### src/sv/o2s_pkg.sv
// Package for the Oklab to sRGB8 pixel pipeline: pixel types, matrix constants,
// constant-divider constants and the sRGB encode table generator. No dependencies.
package o2s_pkg;

    typedef struct packed {
        logic signed [15:0] lightness;
        logic signed [15:0] green_red;
        logic signed [15:0] blue_yellow;
    } oklab_pixel_t;

    typedef struct packed {
        logic [7:0] red;
        logic [7:0] green;
        logic [7:0] blue;
    } srgb_pixel_t;

    localparam int NUM_STAGES = 20;
    localparam int DIV1_W     = 51;
    localparam int DIV2_W     = 48;

    // 1e10 = 2^10 * DIV_D; every matrix rescale is a divide by DIV_D
    localparam longint DIV_D      = 64'sd9765625;
    localparam longint DIV_OFFSET = 64'sd67108864;
    localparam longint BIAS1      = 64'sd4882812 + DIV_OFFSET * DIV_D;
    localparam longint HALF_DEC   = 64'sd5000000000;
    localparam longint FULL_LIMIT = DIV_D * 64'sd16777216;
    localparam longint ROUND24    = 64'sd8388608;

    typedef logic signed [35:0] coef1_t;
    typedef logic signed [36:0] coef2_t;

    // first matrix, coefficients of a and b per row (L coefficient is one)
    localparam coef1_t COEF_A [3] = '{36'sd3963377774, -36'sd1055613458, -36'sd894841775};
    localparam coef1_t COEF_B [3] = '{36'sd2158037573, -36'sd638541728, -36'sd12914855480};

    // second matrix, scale 1e10
    localparam coef2_t COEF_M [3][3] = '{
        '{37'sd40767416621, -37'sd33077115913, 37'sd2309699292},
        '{-37'sd12684380046, 37'sd26097574011, -37'sd3413193965},
        '{-37'sd41960863, -37'sd7034186147, 37'sd17076147010}
    };

    // true when idx/steps reaches the decode threshold of code v
    function automatic logic enc_reached(input int unsigned idx, input int unsigned v,
                                         input int unsigned steps);
        logic [255:0] lhs;
        logic [255:0] rhs;
        longint unsigned lin_l;
        longint unsigned lin_r;
        lhs = 256'd1;
        rhs = 256'd1;
        lin_l = 64'(idx) * 64'd32946;
        lin_r = 64'd5 * 64'(steps) * (64'd2 * 64'(v) - 64'd1);
        if (v == 0)
            return 1'b1;
        if (v <= 10)
            return lin_l >= lin_r;
        for (int k = 0; k < 5; k++) begin
            lhs = lhs * 256'(idx);
            rhs = rhs * 256'(steps);
        end
        for (int k = 0; k < 12; k++) begin
            lhs = lhs * 256'd10761;
            rhs = rhs * (256'd40 * 256'(v) + 256'd541);
        end
        return lhs >= rhs;
    endfunction

    // encode table entry: largest code whose threshold is reached
    function automatic logic [7:0] enc_entry(input int unsigned steps, input int unsigned idx);
        logic [8:0] lo_v;
        logic [8:0] hi_v;
        logic [8:0] mid;
        lo_v = 9'd0;
        hi_v = 9'd255;
        for (int n = 0; n < 8; n++) begin
            mid = (lo_v + hi_v + 9'd1) >> 1;
            if (enc_reached(idx, 32'(mid), steps))
                lo_v = mid;
            else
                hi_v = mid - 9'd1;
        end
        return lo_v[7:0];
    endfunction

endpackage

### src/sv/o2s_cdiv.sv
// Three-stage floor divider of an unsigned value by the constant DIV_D:
// reciprocal multiply, remainder, then up to two corrections. Uses o2s_pkg.
module o2s_cdiv #(
    parameter int IN_W = 51
) (
    input  logic              clk,
    input  logic [2:0]        en,
    input  logic [IN_W-1:0]   dividend,
    output logic [IN_W-24:0]  quotient
);
    import o2s_pkg::*;

    localparam int Q_W   = IN_W - 23;
    localparam int LOW_W = IN_W - 32;
    localparam int P_W   = 32 + Q_W;
    localparam int REM_W = 26;
    localparam logic [63:0] RECIP = (64'd1 << IN_W) / 64'(DIV_D);

    logic [P_W-1:0]   p1_prod_reg, p1_prod_next;
    logic [IN_W-1:0]  p1_num_reg;
    logic [Q_W-1:0]   p2_q_reg, p2_q_next;
    logic [REM_W-1:0] p2_rem_reg, p2_rem_next;
    logic [Q_W-1:0]   p3_q_reg, p3_q_next;
    logic [IN_W-1:0]  diff;

    always_comb
    begin
        p1_prod_next = P_W'(dividend[IN_W-1:LOW_W]) * P_W'(RECIP[Q_W-1:0]);
        p2_q_next    = p1_prod_reg[P_W-1:32];
        diff         = p1_num_reg - IN_W'(p2_q_next) * IN_W'(DIV_D);
        p2_rem_next  = diff[REM_W-1:0];
        // estimate is short by at most two
        if (p2_rem_reg >= REM_W'(2 * DIV_D))
            p3_q_next = p2_q_reg + Q_W'(2);
        else if (p2_rem_reg >= REM_W'(DIV_D))
            p3_q_next = p2_q_reg + Q_W'(1);
        else
            p3_q_next = p2_q_reg;
    end

    always_ff @(posedge clk)
    begin
        if (en[0])
        begin
            p1_prod_reg <= p1_prod_next;
            p1_num_reg  <= dividend;
        end
        if (en[1])
        begin
            p2_q_reg   <= p2_q_next;
            p2_rem_reg <= p2_rem_next;
        end
        if (en[2])
            p3_q_reg <= p3_q_next;
    end

    assign quotient = p3_q_reg;

endmodule

### config.mk
export PLATFORM = sky130hd
export DESIGN_NAME = o2s_cdiv
export DESIGN_NICKNAME = d
export VERILOG_FILES = /design/src/sv/o2s_pkg.sv /design/src/sv/o2s_cdiv.sv
export SDC_FILE = /design/constraint.sdc
export NUM_CORES = 2
export LEC_CHECK = 0
export BUFFER_PORTS_ARGS = -buffer_cell sky130_fd_sc_hd__clkbuf_2
export CELL_PAD_IN_SITES_DETAIL_PLACEMENT = 1
export CELL_PAD_IN_SITES_GLOBAL_PLACEMENT = 2
export CORE_MARGIN = 2
export CORE_UTILIZATION = 25
export DETAILED_ROUTE_END_ITERATION = 16
export PLACE_DENSITY_LB_ADDON = 0.1
export SETUP_SLACK_MARGIN = 0.5
export SLEW_MARGIN = 30
export SYNTH_ARGS = -nofsm -noshare
export SYNTH_HDL_FRONTEND = slang
export SYNTH_SLANG_ARGS = --single-unit
### constraint.sdc
create_clock -name clk -period 13.8 [get_ports clk]
set_input_delay 4.14 -clock clk [delete_from_list [all_inputs] [get_ports clk]]
set_output_delay 4.14 -clock clk [all_outputs]
set_load 0.03 [all_outputs]
==> qor_table.md <==
| Step | Item | Value |
| --- | --- | --- |
| timing | Post-route clock period utilization | 79.3% |
| critical path | Critical register-to-register path endpoint | p2_rem_reg[25] |
| hold path | Hold path start | p1_prod_reg[58] |
| global routing | Global-route usage over all layers | 15.7% |
| timing | Setup WS post-layout | 2.86 ns |
| floorplanning | Die Span X | 338 um |
| global routing | Maximum number of pins on one net before global-route repair | 55 |
| timing | Number of max-slew violations in the final report | 0 |
| cells and area | Antenna fix cells | 0 |
| route | Routed WL | 86.3 mm |
| logic synthesis | Fraction of post-synthesis cell area in the top cell type by area | 41.9% |
| critical path | Path depth of the worst reg2reg path | 20 |
| global routing | Initial antenna violation count | 0 |
| route | Antenna Nets Post-Route | 0 |
| critical path | Critical path required time | 14.00 ns |
| route | Via density | 4.10 |
| logic synthesis | Distinct cell type count of the synthesized netlist | 72 |
| logic synthesis | Leading post-synthesis cells by cell area | sky130_fd_sc_hd__fa_1 (42%), sky130_fd_sc_hd__ha_1 (18%), sky130_fd_sc_hd__edfxtp_1 (15%) |
| hold path | Hold Path Stages | 0 |
| cts | Clk_lat worst skew | 0.45 ns |
| route | Final routed DRC violation total | 0 |
| logic synthesis | Largest area contributor in the synthesized netlist | sky130_fd_sc_hd__fa_1 |
| logic synthesis | Count of flip-flops with a built-in enable after synthesis | 136 |
| critical path | Arrival @ worst endpoint | 11.14 ns |
| run status | Status | finished clean |
| global routing | GRT overflow | 0 |
| logic synthesis | Async set or reset register ratio after synthesis | 0% |
| floorplanning | Core Box Area | 111000 um2 |
| hold path | Endpoint of the worst hold-timing path | p2_q_reg[26] |
| logic synthesis | Share of the yosys chip area belonging to registers | 14.7% |
| route | Count of TritonRoute iterations in the first routing pass | 5 |
| cts | CTS Buf Count | 17 |
| route | Detailed-route wire length per cell | 21.0 um |
| critical path | Category of the critical setup timing path | primary input to flip-flop |
| cts | Number of buffers inserted by post-CTS setup repair | 0 |
| logic synthesis | Netlist area before placement | 27900 um2 |
| logic synthesis | Average size of a mapped cell | 11.1 um2 |
| floorplanning | Area enclosed by the die boundary | 114000 um2 |
| job | MaxCap Viol Count | 0 |
| cts | Max clock buf depth | 2 |
| logic synthesis | Ys flop type | sky130_fd_sc_hd__edfxtp_1 |
| cts | Clock input transition at the sequential cells of the worst setup and hold paths | 0.07 ns |
| cts | Count of hold-fix buffers inserted at cts | 0 |
| route | Initial DRC count | 644 |
| floorplanning | Initial Util | 25.2% |
| logic synthesis | Register bit total from synthesis | 136 |
| critical path | Crit path max fanout | 10 |
| cts | Root cell of the clock tree | sky130_fd_sc_hd__clkbuf_16 |
| hold path | Worst hold-check path type | flip-flop to flip-flop |
| critical path | Critical path launch point type | primary input |
| timing | Minimum period implied by the final worst setup slack | 10.94 ns |
| floorplanning | Floorplan die height | 338 um |
| timing | Slew margin rel. | 40.0% |
| cells and area | Share of layout cells above drive strength 1 | 5.49% |
| cts | H-tree levels | 4 |
| timing | Actual slew at the worst max-slew pin | 0.900 ns |
| critical path | Flop2flop setup slack | 6.51 ns |
| timing | Upper clock frequency limit | 91.4 MHz |
| logic synthesis | Leading post-synthesis cells by instance count | sky130_fd_sc_hd__inv_1 (783), sky130_fd_sc_hd__fa_1 (583), sky130_fd_sc_hd__ha_1 (410) |
| cts | Post-CTS Resized | 0 |
| timing | Setup Viol. Count Final | 0 |
| cells and area | Signed area change from the synthesized netlist to the final layout | 10.2% |
| global routing | First-pass GRT wire length | 131 mm |
| cells and area | Utilization after layout | 27.8% |
| timing | Sum of negative setup slack | 0 ns |
| placed design | Final weighted congestion in routability-driven placement | 0.860 |
| logic synthesis | Yosys warning total | 0 |
| cells and area | Net count of the finished layout | 3659 |
| cts | Clock tree from TritonCTS | done |
| timing | Setup repair after global routing missed its margin | false |
| cts | Clock sink count | 136 |
| floorplanning | IO Pins | 83 |
| critical path | CP Capture Type | flip-flop |
| floorplanning | Row count | 122 |
| timing | Layout Skew | 0.0132 ns |
| critical path | Startpoint of the most critical register-to-register path | p1_prod_reg[40] |
| cells and area | Area of combinational cells with multiple inputs | 20800 um2 |
| logic synthesis | Synth Net Count | 3568 |
| timing | Final Hold Viols | 0 |
| placed design | Post-DP HPWL | 78.1 mm |
| global routing | Vias in the first global route | 19.9k |
| logic synthesis | Post-Syn Instances | 2520 |
| placed design | Total of buffers placed on input and output ports | 82 |
| cells and area | Fillcell total | 12.4k |
| logic synthesis | Most common cell in the synthesized netlist | sky130_fd_sc_hd__inv_1 |
| placed design | Placement Setup Slack | 2.33 ns |
| cells and area | Sequential cell area in the final layout | 4080 um2 |
| route | Via Count | 16.8k |
[metrics by stage]
step	instances	hold slack, ns	area, um2
6_report	4112	0.440	30700
3_3_place_gp	4080	0.427	30100
4_1_cts	4112	0.445	30700
5_1_grt	4112	0.465	30700
3_5_place_dp	4080	0.428	30100
2_1_floorplan	2520	0.400	27900
[area by class of cell]
class	instances	area share [%]
Timing Repair Buffer	90	1.53
Inverter	783	9.57
Multi-Input combinational cell	1583	67.6
Sequential cell	136	13.3
Clock buffer	17	1.39
Tap cell	1488	6.06
Clock inverter	15	0.526
[kinds of logic (layout without fill, tap and decap cells)]
| family | after synthesis | after routing | share of synthesized area (%) |
|---|---|---|---|
| DFF | 136 | 136 | 14.7 |
| buffers and inverters | 801 | 905 | 10.8 |
| and+or+nand+nor | 229 | 229 | 4.31 |
| muxes | 3 | 3 | 0.108 |
| xor gates and xnor gates | 153 | 153 | 4.81 |
| adders and majority gates | 993 | 993 | 60.3 |
| AOI/OAI and AO/OA | 205 | 205 | 5.00 |
[per-layer routing]
| layer | vias up | wire, um | global-route usage (%) | part of all wire [%] |
|---|---|---|---|---|
| li1 | 7898 | - | - | - |
| met1 | 8760 | 41700 | 22.1 | 48 |
| met2 | 154 | 42200 | 26.9 | 49 |
| met3 | 34 | 1310 | 1.03 | 1.5 |
| met4 | 0 | 1090 | 2.67 | 1.3 |
| met5 | - | 0 | 0 | 0 |
[how the worst max path moves through the flow]
stage | startpoint | endpoint | depth (start not counted)
after floorplan | dividend[43] | p1_prod_reg[46] | 23
after global routing | dividend[25] | p1_prod_reg[46] | 23
after detailed placement | dividend[25] | p1_prod_reg[48] | 23
final | dividend[25] | p1_prod_reg[48] | 23
after global placement | dividend[25] | p1_prod_reg[48] | 23
after CTS | dividend[25] | p1_prod_reg[48] | 23
[layout by cell type (no fill, tap or decap), drive strengths merged, types with 11 or more instances in the layout]
| cell | instances |
|---|---|
| inv | 790 |
| a21o | 36 |
| ha | 410 |
| a21oi | 45 |
| and3 | 11 |
| nand2b | 13 |
| nor3 | 13 |
| a211oi | 11 |
| fa | 583 |
| xnor2 | 88 |
| nand2 | 54 |
| clkbuf | 98 |
| edfxtp | 136 |
| o21ai | 38 |
| nand3 | 24 |
| nand4 | 14 |
| nor2 | 49 |
| xor2 | 65 |
[worst max-delay path: stages]
cell                       delay [ns]
sky130_fd_sc_hd__clkbuf_2        0.28
sky130_fd_sc_hd__ha_1            0.73
sky130_fd_sc_hd__xor2_1          0.43
sky130_fd_sc_hd__ha_1            0.36
sky130_fd_sc_hd__fa_1            0.52
sky130_fd_sc_hd__inv_1           0.06
sky130_fd_sc_hd__fa_1            0.53
sky130_fd_sc_hd__inv_1           0.05
sky130_fd_sc_hd__fa_1            0.53
sky130_fd_sc_hd__fa_1            0.51
sky130_fd_sc_hd__inv_1           0.05
sky130_fd_sc_hd__fa_1            0.47
sky130_fd_sc_hd__inv_1           0.04
sky130_fd_sc_hd__ha_1            0.27
sky130_fd_sc_hd__nand3_1         0.10
sky130_fd_sc_hd__or2_0           0.22
sky130_fd_sc_hd__a31o_2          0.26
sky130_fd_sc_hd__and2_1          0.19
sky130_fd_sc_hd__a211oi_1        0.45
sky130_fd_sc_hd__a211oi_2        0.20
sky130_fd_sc_hd__o21ai_0         0.40
sky130_fd_sc_hd__a221oi_1        0.18
sky130_fd_sc_hd__xnor2_1         0.16
Power is left out: the tool's default activity adds up to more than one toggle a clock period on the data nets, which glitch-free logic cannot reach.
